**config.mk**
```make
export PLATFORM = sky130hd
export DESIGN_NAME = rtp_h264_fu_a_packetizer
export DESIGN_NICKNAME = d
export VERILOG_FILES = /design/src/rtp_fua_pkg.sv /design/src/rtp_h264_fu_a_packetizer.sv
export SDC_FILE = /design/constraint.sdc
export NUM_CORES = 1
export LEC_CHECK = 0
export ABC_AREA = 1
export BUFFER_PORTS_ARGS = -buffer_cell sky130_fd_sc_hd__buf_2
export CAP_MARGIN = 25
export CORE_AREA = 2 2 222 224
export CTS_BUF_LIST = sky130_fd_sc_hd__clkbuf_2
export DETAILED_ROUTE_END_ITERATION = 10
export DIE_AREA = 0 0 224 226
export HOLD_SLACK_MARGIN = 0.08
export PLACE_DENSITY = 0.49
export SYNTH_ARGS = -nofsm -noshare
export SYNTH_HDL_FRONTEND = slang
export SYNTH_SLANG_ARGS = --single-unit
```
**constraint.sdc**
```tcl
create_clock -name clk_i -period 5.5 [get_ports clk_i]
set_input_delay 0.825 -clock clk_i [delete_from_list [all_inputs] [get_ports clk_i]]
set_output_delay 0.825 -clock clk_i [all_outputs]
set_load 0.02 [all_outputs]
```
**src/rtp_fua_pkg.sv**
```systemverilog
// ----------------------------------------------------------------------------
// RTP H.264 FU-A packetizer package
// Shared widths, register indexes and RTP/FU-A header constants.
// ----------------------------------------------------------------------------
package rtp_fua_pkg;

  // Field widths
  localparam int unsigned BYTE_W     = 8;
  localparam int unsigned NAL_SIZE_W = 21;
  localparam int unsigned TIME_W     = 32;
  localparam int unsigned SSRC_W     = 32;
  localparam int unsigned SEQ_W      = 16;
  localparam int unsigned LIMIT_W    = 16;

  // Configuration port
  localparam int unsigned CFG_INDEX_W = 8;
  localparam int unsigned CFG_DATA_W  = 32;

  typedef enum logic [CFG_INDEX_W-1:0] {
    REG_PACKET_LIMIT = 8'd0,
    REG_SOURCE_ID    = 8'd1
  } cfg_reg_e;

  // Parameter defaults
  localparam int unsigned MAX_PACKET_DEFAULT = 1500;
  localparam int unsigned MAX_NAL_DEFAULT    = 1048576;

  // Register reset values
  localparam int unsigned PACKET_LIMIT_RESET = 1500;
  localparam int unsigned MIN_PACKET_LIMIT   = 15;

  // RTP header
  localparam logic [BYTE_W-1:0] RTP_VERSION_BYTE = 8'h80;
  localparam logic [6:0]        RTP_PT_DYNAMIC   = 7'd96;
  localparam int unsigned       RTP_HDR_BYTES    = 12;

  // FU-A
  localparam logic [4:0] FU_A_TYPE     = 5'd28;
  localparam int unsigned FU_HDR_BYTES = 2;

endpackage

```
**src/rtp_h264_fu_a_packetizer.sv**
```systemverilog
// ----------------------------------------------------------------------------
// RTP H.264 FU-A packetizer
// Turns a NAL byte stream into RTP packets, single NAL or FU-A fragments.
// ----------------------------------------------------------------------------
// Usage:
//  - Input channel: one NAL byte per beat. nal_size, time_value and
//    end_of_frame are sampled on a NAL's first byte only.
//  - Output channel: one packet byte per beat. packet_start marks the first
//    header byte, packet_end the last packet byte, run_last the last beat
//    caused by one input beat, size_error a rejected NAL (no packet bytes).
//  - Config channel: index 0 writes packet_limit, index 1 writes source_id.
//    Write only while the block is idle; cfg_ready_o is always high.
//  - Timing: a result is registered and appears in the cycle after its input beat is taken.
//  - Throughput: one input beat per cycle inside a packet's payload. A beat
//    that opens a packet drives 13 output beats (15 for an FU-A fragment),
//    and the next input beat is taken in the cycle of its last output beat.
//    The first byte of a fragmented NAL is held and yields no output.
//  - The single run register between the channels sets these figures; a
//    receiver stall holds it and, through in_ready_o, the sender.
//  - Reset: sequence number restarts at 1, packet_limit 1500, source_id 0.
// ----------------------------------------------------------------------------
module rtp_h264_fu_a_packetizer #(
  parameter int unsigned MAX_PACKET = rtp_fua_pkg::MAX_PACKET_DEFAULT,
  parameter int unsigned MAX_NAL    = rtp_fua_pkg::MAX_NAL_DEFAULT
) (
  input  logic                                clk_i,
  input  logic                                rst_ni,
  // config write channel
  input  logic                                cfg_valid_i,
  output logic                                cfg_ready_o,
  input  logic [rtp_fua_pkg::CFG_INDEX_W-1:0] cfg_index_i,
  input  logic [rtp_fua_pkg::CFG_DATA_W-1:0]  cfg_data_i,
  // NAL byte input channel
  input  logic                                in_valid_i,
  output logic                                in_ready_o,
  input  logic [rtp_fua_pkg::BYTE_W-1:0]      nal_byte_i,
  input  logic [rtp_fua_pkg::NAL_SIZE_W-1:0]  nal_size_i,
  input  logic [rtp_fua_pkg::TIME_W-1:0]      time_value_i,
  input  logic                                end_of_frame_i,
  // packet byte output channel
  output logic                                out_valid_o,
  input  logic                                out_ready_i,
  output logic [rtp_fua_pkg::BYTE_W-1:0]      out_byte_o,
  output logic                                packet_start_o,
  output logic                                packet_end_o,
  output logic                                run_last_o,
  output logic                                size_error_o
);
  import rtp_fua_pkg::*;

  localparam int unsigned LIM_W   = $clog2(MAX_PACKET + 1);
  localparam int unsigned REM_W   = $clog2(MAX_NAL + 1);
  localparam int unsigned EFF_RST = (PACKET_LIMIT_RESET < MIN_PACKET_LIMIT ||
                                     PACKET_LIMIT_RESET > MAX_PACKET) ?
                                    MAX_PACKET : PACKET_LIMIT_RESET;
  localparam int unsigned WHOLE_RST = EFF_RST - RTP_HDR_BYTES;
  localparam int unsigned FRAG_RST  = EFF_RST - RTP_HDR_BYTES - FU_HDR_BYTES;

  typedef enum logic [3:0] {
    S_VER, S_PT, S_SEQ_HI, S_SEQ_LO,
    S_TS3, S_TS2, S_TS1, S_TS0,
    S_SSRC3, S_SSRC2, S_SSRC1, S_SSRC0,
    S_FU_IND, S_FU_HDR, S_DATA
  } slot_e;

  // --------------------------------------------------------------------------
  // Configuration registers (limit kept as ready-made payload bounds)
  // --------------------------------------------------------------------------
  logic [LIM_W-1:0]  whole_lim_q, frag_lim_q;
  logic [SSRC_W-1:0] source_id_q;
  logic [LIMIT_W-1:0] cfg_limit;
  logic [LIM_W-1:0]   eff_limit;
  logic               cfg_fire;

  assign cfg_ready_o = 1'b1;
  assign cfg_fire    = cfg_valid_i & cfg_ready_o;
  assign cfg_limit   = cfg_data_i[LIMIT_W-1:0];

  // clamp out-of-range limits to the largest packet
  always_comb begin
    if (cfg_limit < LIMIT_W'(MIN_PACKET_LIMIT) || 32'(cfg_limit) > MAX_PACKET) begin
      eff_limit = LIM_W'(MAX_PACKET);
    end else begin
      eff_limit = cfg_limit[LIM_W-1:0];
    end
  end

  always_ff @(posedge clk_i or negedge rst_ni) begin
    if (!rst_ni) begin
      whole_lim_q <= LIM_W'(WHOLE_RST);
      frag_lim_q  <= LIM_W'(FRAG_RST);
      source_id_q <= '0;
    end else if (cfg_fire) begin
      if (cfg_index_i == REG_PACKET_LIMIT) begin
        whole_lim_q <= eff_limit - LIM_W'(RTP_HDR_BYTES);
        frag_lim_q  <= eff_limit - LIM_W'(RTP_HDR_BYTES + FU_HDR_BYTES);
      end else if (cfg_index_i == REG_SOURCE_ID) begin
        source_id_q <= cfg_data_i[SSRC_W-1:0];
      end
    end
  end

  // --------------------------------------------------------------------------
  // NAL tracking state
  // --------------------------------------------------------------------------
  logic [SEQ_W-1:0]  next_seq_q;
  logic              active_q;      // a NAL is in progress
  logic              split_q;       // current NAL goes out as FU-A
  logic              first_frag_q;  // next fragment is the first one
  logic [REM_W-1:0]  rem_q;         // bytes of the NAL not yet taken
  logic [LIM_W-1:0]  frag_left_q;   // bytes left in the open fragment
  logic [TIME_W-1:0] held_time_q;
  logic              held_eof_q;
  logic [BYTE_W-1:0] held_header_q;

  // Run register: everything needed to replay one beat's results
  logic              run_valid_q;
  slot_e             slot_q;
  logic              run_err_q, run_fu_q, run_marker_q, run_end_q;
  logic [SEQ_W-1:0]  run_seq_q;
  logic [TIME_W-1:0] run_time_q;
  logic [BYTE_W-1:0] run_fu_ind_q, run_fu_hdr_q, run_data_q;

  logic in_fire, out_fire, run_done;

  assign out_fire   = run_valid_q & out_ready_i;
  assign run_done   = slot_q == S_DATA;
  assign in_ready_o = !run_valid_q || (out_ready_i && run_done);
  assign in_fire    = in_valid_i & in_ready_o;

  // --------------------------------------------------------------------------
  // Per-beat decision
  // --------------------------------------------------------------------------
  logic              size_bad, fits_whole, new_frag, frag_final;
  logic              hdr_d, fu_d, load_d, end_d, marker_d;
  logic [LIM_W-1:0]  frag_sel, frag_next;
  logic [REM_W-1:0]  size_rem;
  logic [NAL_SIZE_W-1:0] rem_ext, frag_lim_ext, whole_lim_ext;

  assign rem_ext       = NAL_SIZE_W'(rem_q);
  assign frag_lim_ext  = NAL_SIZE_W'(frag_lim_q);
  assign whole_lim_ext = NAL_SIZE_W'(whole_lim_q);
  assign size_bad      = (nal_size_i == '0) || (32'(nal_size_i) > MAX_NAL);
  assign fits_whole    = nal_size_i <= whole_lim_ext;
  assign size_rem      = nal_size_i[REM_W-1:0] - REM_W'(1);
  assign new_frag      = frag_left_q == '0;
  assign frag_final    = rem_ext <= frag_lim_ext;
  assign frag_sel      = frag_final ? rem_q[LIM_W-1:0] : frag_lim_q;
  assign frag_next     = (new_frag ? frag_sel : frag_left_q) - LIM_W'(1);

  always_comb begin
    hdr_d    = 1'b0;
    fu_d     = 1'b0;
    load_d   = 1'b1;
    end_d    = 1'b0;
    marker_d = 1'b0;
    if (!active_q) begin
      if (size_bad) begin
        hdr_d = 1'b0;
      end else if (fits_whole) begin
        hdr_d    = 1'b1;
        marker_d = end_of_frame_i;
        end_d    = nal_size_i == NAL_SIZE_W'(1);
      end else begin
        // hold the NAL header byte, nothing to send yet
        load_d = 1'b0;
      end
    end else if (!split_q) begin
      end_d = rem_q == REM_W'(1);
    end else begin
      hdr_d    = new_frag;
      fu_d     = new_frag;
      marker_d = held_eof_q & frag_final;
      end_d    = frag_next == '0;
    end
  end

  // --------------------------------------------------------------------------
  // Tracking state update
  // --------------------------------------------------------------------------
  always_ff @(posedge clk_i or negedge rst_ni) begin
    if (!rst_ni) begin
      next_seq_q    <= SEQ_W'(1);
      active_q      <= 1'b0;
      split_q       <= 1'b0;
      first_frag_q  <= 1'b0;
      rem_q         <= '0;
      frag_left_q   <= '0;
      held_time_q   <= '0;
      held_eof_q    <= 1'b0;
      held_header_q <= '0;
    end else if (in_fire) begin
      if (hdr_d) begin
        next_seq_q <= next_seq_q + SEQ_W'(1);
      end
      if (!active_q) begin
        if (!size_bad) begin
          held_time_q   <= time_value_i;
          held_eof_q    <= end_of_frame_i;
          held_header_q <= nal_byte_i;
          rem_q         <= size_rem;
          frag_left_q   <= '0;
          split_q       <= !fits_whole;
          first_frag_q  <= !fits_whole;
          active_q      <= !(fits_whole && nal_size_i == NAL_SIZE_W'(1));
        end
      end else begin
        // advance through the NAL
        rem_q <= rem_q - REM_W'(1);
        if (rem_q == REM_W'(1)) begin
          active_q <= 1'b0;
        end
        if (split_q) begin
          frag_left_q <= (rem_q == REM_W'(1)) ? '0 : frag_next;
          if (new_frag) begin
            first_frag_q <= 1'b0;
          end
        end
      end
    end
  end

  // --------------------------------------------------------------------------
  // Run register and slot sequencer
  // --------------------------------------------------------------------------
  always_ff @(posedge clk_i or negedge rst_ni) begin
    if (!rst_ni) begin
      run_valid_q <= 1'b0;
      slot_q      <= S_DATA;
    end else if (in_fire && load_d) begin
      run_valid_q <= 1'b1;
      slot_q      <= hdr_d ? S_VER : S_DATA;
    end else if (out_fire) begin
      if (run_done) begin
        run_valid_q <= 1'b0;
      end else if (slot_q == S_SSRC0 && !run_fu_q) begin
        slot_q <= S_DATA;
      end else begin
        slot_q <= slot_e'(slot_q + 4'd1);
      end
    end
  end

  // payload of the run, no reset needed
  always_ff @(posedge clk_i) begin
    if (in_fire && load_d) begin
      run_err_q    <= !active_q && size_bad;
      run_fu_q     <= fu_d;
      run_marker_q <= marker_d;
      run_end_q    <= end_d;
      run_seq_q    <= next_seq_q;
      run_time_q   <= active_q ? held_time_q : time_value_i;
      run_fu_ind_q <= {held_header_q[7:5], FU_A_TYPE};
      run_fu_hdr_q <= {first_frag_q, frag_final, 1'b0, held_header_q[4:0]};
      run_data_q   <= nal_byte_i;
    end
  end

  // --------------------------------------------------------------------------
  // Output byte select
  // --------------------------------------------------------------------------
  always_comb begin
    out_byte_o     = '0;
    packet_start_o = 1'b0;
    packet_end_o   = 1'b0;
    unique case (slot_q)
      S_VER: begin
        out_byte_o     = RTP_VERSION_BYTE;
        packet_start_o = 1'b1;
      end
      S_PT:     out_byte_o = {run_marker_q, RTP_PT_DYNAMIC};
      S_SEQ_HI: out_byte_o = run_seq_q[15:8];
      S_SEQ_LO: out_byte_o = run_seq_q[7:0];
      S_TS3:    out_byte_o = run_time_q[31:24];
      S_TS2:    out_byte_o = run_time_q[23:16];
      S_TS1:    out_byte_o = run_time_q[15:8];
      S_TS0:    out_byte_o = run_time_q[7:0];
      S_SSRC3:  out_byte_o = source_id_q[31:24];
      S_SSRC2:  out_byte_o = source_id_q[23:16];
      S_SSRC1:  out_byte_o = source_id_q[15:8];
      S_SSRC0:  out_byte_o = source_id_q[7:0];
      S_FU_IND: out_byte_o = run_fu_ind_q;
      S_FU_HDR: out_byte_o = run_fu_hdr_q;
      S_DATA: begin
        if (!run_err_q) begin
          out_byte_o   = run_data_q;
          packet_end_o = run_end_q;
        end
      end
      default: out_byte_o = '0;
    endcase
  end

  assign out_valid_o  = run_valid_q;
  assign run_last_o   = run_done;
  assign size_error_o = run_err_q && run_done;

  // --------------------------------------------------------------------------
  // Assertions
  // --------------------------------------------------------------------------
  a_fu_slots_only_in_fragments: assert property (@(posedge clk_i) disable iff (!rst_ni)
    run_valid_q && (slot_q == S_FU_IND || slot_q == S_FU_HDR) |-> run_fu_q)
    else $error("FU-A header slot reached on a non-fragment run");

  a_error_run_single_beat: assert property (@(posedge clk_i) disable iff (!rst_ni)
    run_valid_q && run_err_q |-> slot_q == S_DATA)
    else $error("size error run is longer than one beat");

  a_take_only_on_last_beat: assert property (@(posedge clk_i) disable iff (!rst_ni)
    in_ready_o && run_valid_q |-> out_ready_i && slot_q == S_DATA)
    else $error("input taken while run still has beats pending");

  a_seq_advances_per_header: assert property (@(posedge clk_i) disable iff (!rst_ni)
    in_fire && hdr_d |=> next_seq_q == $past(next_seq_q) + SEQ_W'(1))
    else $error("sequence number did not advance with a new packet");

  a_idle_no_open_fragment: assert property (@(posedge clk_i) disable iff (!rst_ni)
    !active_q |-> frag_left_q == '0)
    else $error("fragment left open with no NAL in progress");

endmodule
```
**Yosys cells after proc, flatten, opt, wreduce, memory -nomap -nowiden**

Cells that the tools add are included.

- Add/subtract/negate cells: 7
- $lt $le $gt $ge: 5
- Equal/unequal tests: 21
- Muxes and demuxes: 44
- Bitwise logic cells: 6
- Reduce and logical (&&, ||, !) cells: 30

Operators by type and width:

| cell | count |
|---|---|
| 8-bit one-hot mux with 15 select lines | 1 |
| 11-bit two-way mux | 7 |
| 21-bit by 1-bit == test with 1-bit output (second input constant) | 2 |
| 21-bit by 11-bit less-or-equal comparator with 1-bit output | 2 |
| 21-bit two-way mux | 2 |
| 21-bit by 1-bit subtractor with 21-bit output (second input constant) | 2 |
| 32-bit two-way mux | 1 |
| 4-bit == test (second input constant) | 7 |
| 1-bit two-way mux | 27 |
| 11-bit zero test | 2 |
| 11-bit by 4-bit subtractor with 11-bit output (second input constant) | 2 |
| 21-bit greater-than comparator (second input constant) | 1 |
| 21-bit zero test | 1 |
| 4-bit two-way mux | 5 |
| 16-bit by 1-bit adder with 16-bit output (second input constant) | 1 |
| 4-bit by 3-bit == test with 1-bit output (second input constant) | 4 |
| 16-bit by 11-bit greater-than comparator with 1-bit output (second input constant) | 1 |
| 16-bit by 4-bit less-than comparator with 1-bit output (second input constant) | 1 |
| 11-bit by 1-bit subtractor with 11-bit output (second input constant) | 1 |
| 2-bit AND reduction | 5 |
| 3-bit AND reduction | 3 |
| 4-bit by 2-bit == test with 1-bit output (second input constant) | 2 |
| 8-bit by 1-bit == test with 1-bit output (second input constant) | 1 |
| 8-bit zero test | 1 |
| other kinds (13) | 31 |

- Flip-flop bits (word level): 221
- Bits of input ports: 107
- Output and inout bits: 15
- Word-level logic and storage cells: 136

**Longest topological paths before layout**

- Depth in word-level cells: 7
- Depth in mapped cells: 24
- Mapped depth without buffers: 24

**Worst setup path before layout**

OpenSTA, ideal clock, no wires.

- Kind: input to register
- From: input port nal_size_i[0] (netlist name)
- To: register slot_q[1]
- Library setup time: 0.086 ns
- Arrival: 5.876 ns
- Data required time: 5.414 ns
- Path slack: -0.462 ns
- Stages: 13
- Path buffers: 0
- Cells stage by stage: inv_1 ha_1 nand2_1 nor2_1 inv_2 nor2_2 nand2_1 o21ai_1 nor2_1 a21oi_1 o21ai_0 nand2_1 o21ai_0

- Longest elaborated chain between the ends: 7
- Elaborated cells on any way between the ends: 15
- Classes of those cells: 2 x order compare; 1 x eq/ne; 7 x mux; 5 x reduce/logical

Ends and longest elaborated chain:

| what | RTL line | text |
|---|---|---|
| start, declared | rtp_h264_fu_a_packetizer.sv:37 | `input logic [rtp_fua_pkg::NAL_SIZE_W-1:0] nal_size_i,` |
| 21-bit by 11-bit less-or-equal comparator with 1-bit output, or another cell as far along | rtp_h264_fu_a_packetizer.sv:144 | `assign fits_whole = nal_size_i <= whole_lim_ext;` |
| 1-bit two-way mux / 1-bit logical OR (equally long branches) | rtp_h264_fu_a_packetizer.sv:160, rtp_h264_fu_a_packetizer.sv:143 |  |
| 1-bit two-way mux | rtp_h264_fu_a_packetizer.sv:158 | `if (size_bad) begin` |
| 1-bit two-way mux | rtp_h264_fu_a_packetizer.sv:157 | `if (!active_q) begin` |
| 1-bit logical AND | rtp_h264_fu_a_packetizer.sv:230 | `end else if (in_fire && load_d) begin` |
| 2-bit by 1-bit != test with 1-bit output (no line) / 2-bit nonzero test (equally long branches) | n/a |  |
| 2-bit AND reduction (no line) | n/a |  |
| end signal, assigned | rtp_h264_fu_a_packetizer.sv:232 | `slot_q <= hdr_d ? S_VER : S_DATA;` |
| end signal, assigned | rtp_h264_fu_a_packetizer.sv:239 | `slot_q <= slot_e'(slot_q + 4'd1);` |
| end, declared | rtp_h264_fu_a_packetizer.sv:118 | `slot_e slot_q;` |

Several ways; a longest one is shown, not always the timed one.
A chain may end at the register's enable or synchronous reset.

**Worst setup path in the final report**

- From: register slot_q[0]
- To: output port out_byte_o[6] (netlist name)

- Longest elaborated chain between the ends: 2
- Elaborated cells on any way between the ends: 16
- Classes of those cells: 14 x eq/ne; 1 x mux; 1 x reduce/logical

Ends and longest elaborated chain:

| what | RTL line | text |
|---|---|---|
| 4-bit == test, or another cell as far along | rtp_h264_fu_a_packetizer.sv:266 | `unique case (slot_q)` |
| 8-bit one-hot mux with 15 select lines (*) | rtp_h264_fu_a_packetizer.sv:266 |  |
| end, declared | rtp_h264_fu_a_packetizer.sv:43 | `output logic [rtp_fua_pkg::BYTE_W-1:0] out_byte_o,` |

Mark *: on every way between the ends. The rest lies on a longest branch, timed or not.

==> impl_metrics.tcl <==
set metrics [dict create \
    static-leakage-power_nw 6.65 \
    floorplan.die.height_um 226 \
    syn_area_um2 12000 \
    clkLatencyLatePin_ns 0.93 \
    final_nets 1776 \
    mostFrequentLayoutCell "nand2_1" \
    grt_overflow_total 0 \
    result_of_the_run "finished clean" \
    power.ir.vdd_worst_v 0.000223 \
    route.final.wire_length_um 37200 \
    post_cts.repair.setup_buffers 0 \
    hold_violations 0 \
    maximum_number_of_pins_on_one_net_before_global_route_repair 67 \
    cts.htree.levels 2 \
    max_freq_mhz 233 \
    drt_iter0_drc 760 \
    setup_viol_count_final 0 \
    synth-compound-area-share 0.119 \
    switchingPower_mw 2.37 \
    gr-usage-met1 0.192 \
    tritoncts_clock_tree "done" \
    clock_sinks 220 \
    floorplan.initialDensity 0.247 \
    sw_frac_of_total 0.415 \
    synth.ff_latch_count 220 \
    clkPwrFrac 0.220 \
    power.share.combinational 0.354 \
    finalWorstSetupSlack_ns 1.20 \
    worstSetupStartpointType "register" \
    grt_most_used_layer "met2" \
    critical_path_required_ns 4.68 \
    max_cap_violations 0 \
    syn_nets 1571 \
    synth_seq_area_share 0.491 \
    fin_skew_ns 0.0617 \
    portBuffers 120 \
    ctsLongestPathBuffers 3 \
    grt_antenna_before_repair 1 \
    boundaryPins 122 \
    synth_top_cell_area_share 0.280 \
    whs_ns 0.191 \
    final_max_slew_viol_count 0 \
    power_density_nw_per_um2 396 \
    synth-adder-area-share 0.0366 \
    tightestPinTransition_ns 0.932 \
    num-fill-cells 5097 \
    clock_tree.root_cell "clkbuf_2" \
    layout_min_cycle_time_ns 4.30 \
    floorplan.rows 81 \
    synth_simple_gate_area_frac 0.232 \
    detailed_place_hpwl_um 27700 \
    clk_transition_reported_paths_ns 0.10 \
    timing.critical_path.arrival_ns 3.47 \
    drt.antenna.violating_nets 0 \
    first_global_vias 10400 \
    rsz_0062_raised_after_global_routing "false" \
    detail_route.drc_violations 0 \
    internal_power_component_mw 3.34 \
    hold_path.class "in -> reg" \
    floorplan.die.width_um 224 \
    groute.layer.met2.usage 0.247 \
    ys_top_cells_by_area "dfrtp_1 28%, edfxtp_1 18%, nand2_1 11%" \
    synthFlopType "dfrtp_1" \
    drt-wirelength-per-cell_um 16.1 \
    synth_area_per_cell_um2 8.37 \
    viasPerCell 4.55 \
    synth_mux_area_frac 0.0188 \
    grt_first_pass_wirelength_um 58000 \
    slew_headroom 0.379 \
    power_frac_seq 0.426 \
    dr.pass1.iters 5 \
    async_reset_ff_frac 0.682 \
    synth_top_family_by_area "simple AND/OR/NAND/NOR gates" \
    timing.critical_path.fanout_max 7 \
    place_congestion 0.827 \
    ys_warn_count 0 \
    worst-setup-path-type "reg -> out" \
    number_of_synthesized_flops_with_an_enable_pin 70 \
    final.period_utilization 0.781 \
    cts_made_buffers 60 \
    yosysTopAreaCell "dfrtp_1" \
    floorplan.core_area_um2 48300 \
    layout_common_cells "348 x nand2_1, 180 x inv_1, 140 x o21ai_0" \
    xor_and_xnor_fraction_of_the_mapped_netlist_area 0.0278 \
    setup_total_negative_slack_ns 0 \
    syn-instance-count 1429 \
    dieArea_um2 50600 \
    critical_path.endpoint_type "primary output" \
    grtUsageTotal 0.148 \
    dr_total_vias 10500 \
    final_layout_size_suffix_gt1_frac 0.185 \
    reg2reg_slack_ns 1.99 \
    area_growth_syn_to_layout_pct 20.4 \
    pre_cts_ws_ns 1.41 \
    grt_util_met3 0.0298 \
    synth_cell_types 55 \
]
critical path, cell delays in order, from the launching register on:
cell	delay [ns]
dfrtp_1	0.43
inv_1	0.15
ha_1	0.16
inv_1	0.08
nor2_1	0.31
inv_1	0.16
nor2_1	0.55
a221oi_1	0.34
nand4_1	0.21
buf_2	0.19
power groups by stage:
stage | logic (mW) | registers (mW) | clock network (mW)
finish | 2.02 | 2.43 | 1.26
detailed placement | 2.00 | 2.46 | 0
CTS | 2.04 | 2.43 | 1.32
global placement | 1.97 | 2.46 | 0
global route | 2.31 | 2.49 | 1.41
floorplan | 1.42 | 2.35 | 0
per-stage QoR:
step	instance area (um2)	power [mW]	cells	util
after floorplan	12000	3.76	1429	-
after global placement	13300	4.43	2140	0.274
after detailed placement	13300	4.46	2141	0.275
after CTS	14400	5.79	2304	0.298
after global routing	14400	6.20	2305	0.298
final	14400	5.71	2305	0.298
cell usage after synthesis, types with 3 or more instances:
cell / n
nand2_4: 3
a31oi_1: 7
nand2_1: 348
inv_2: 9
edfxtp_1: 70
xnor2_1: 9
o31ai_1: 3
nor2_4: 3
nor3_1: 20
o22ai_1: 9
xor2_1: 29
o211ai_1: 5
nand3b_1: 3
a22o_1: 9
nand2_2: 7
a21oi_1: 34
mux2_2: 20
nor4_1: 10
buf_2: 10
nand3_1: 79
inv_1: 180
a221oi_1: 18
nor2_1: 121
dfrtp_1: 134
nand4_1: 25
o21ai_0: 140
ha_1: 35
dfstp_2: 16
o21ai_1: 12
clkbuf_1: 26
nor2_2: 9
logic make-up (layout without fill, tap and decap cells):
logic type / after synthesis / after routing
AO/OA/AOI/OAI: 248 / 248
AND/OR/NAND/NOR: 639 / 639
multiplexers: 20 / 20
XOR/XNOR: 38 / 38
adder cells (fa/ha/maj): 35 / 35
flip-flops: 220 / 220
buffers and inverters: 228 / 481
other: 1 / 2
final timing paths:
kind                            cells after the start               to              from
worst max-delay path                                9    out_byte_o[6]         slot_q[0]
worst min-delay path                                3  held_time_q[22]  time_value_i[22]
worst max register to register                     22        run_end_q     frag_lim_q[3]
worst min register to register                      0  run_fu_hdr_q[3]  held_header_q[3]
max in group asynchronous                           3         active_q            rst_ni
min in group asynchronous                           2      rem_ext[13]            rst_ni
flip-flops by register name, summed over array words and instances (netlist names), 3 cells and up:
signal         cells
held_time_q       32
run_time_q        32
source_id_q       32
rem_ext           21
next_seq_q        16
run_seq_q         16
frag_left_q       11
whole_lim_q       11
frag_lim_q        10
held_header_q      8
run_data_q         8
run_fu_hdr_q       7
slot_q             4
run_fu_ind_q       3
timing repair:
item                      4_1_cts  5_1_grt
hold buffers                   53        0
hold endpoints to repair      112        0
resized for setup               0        0
routing by layer:
| metal | share of wire | wire length, um |
|---|---|---|
| met4 | 0.023 | 857 |
| met5 | 0 | 0 |
| met2 | 0.47 | 17600 |
| met3 | 0.056 | 2090 |
| met1 | 0.45 | 16600 |
layout make-up:
class                      instances  area [um2]  share of cell area
sequential                       220        5880               0.408
clock buffer                     102         510              0.0354
clock inverter                     8        75.1             0.00521
timing repair buffer             182        1240              0.0859
antenna                            1        2.50            0.000174
multi-input combinational        981        5210               0.362
tap                              622         778              0.0540
inverter                         189         709              0.0493
Note: power is estimated with default switching activity, not from simulation.
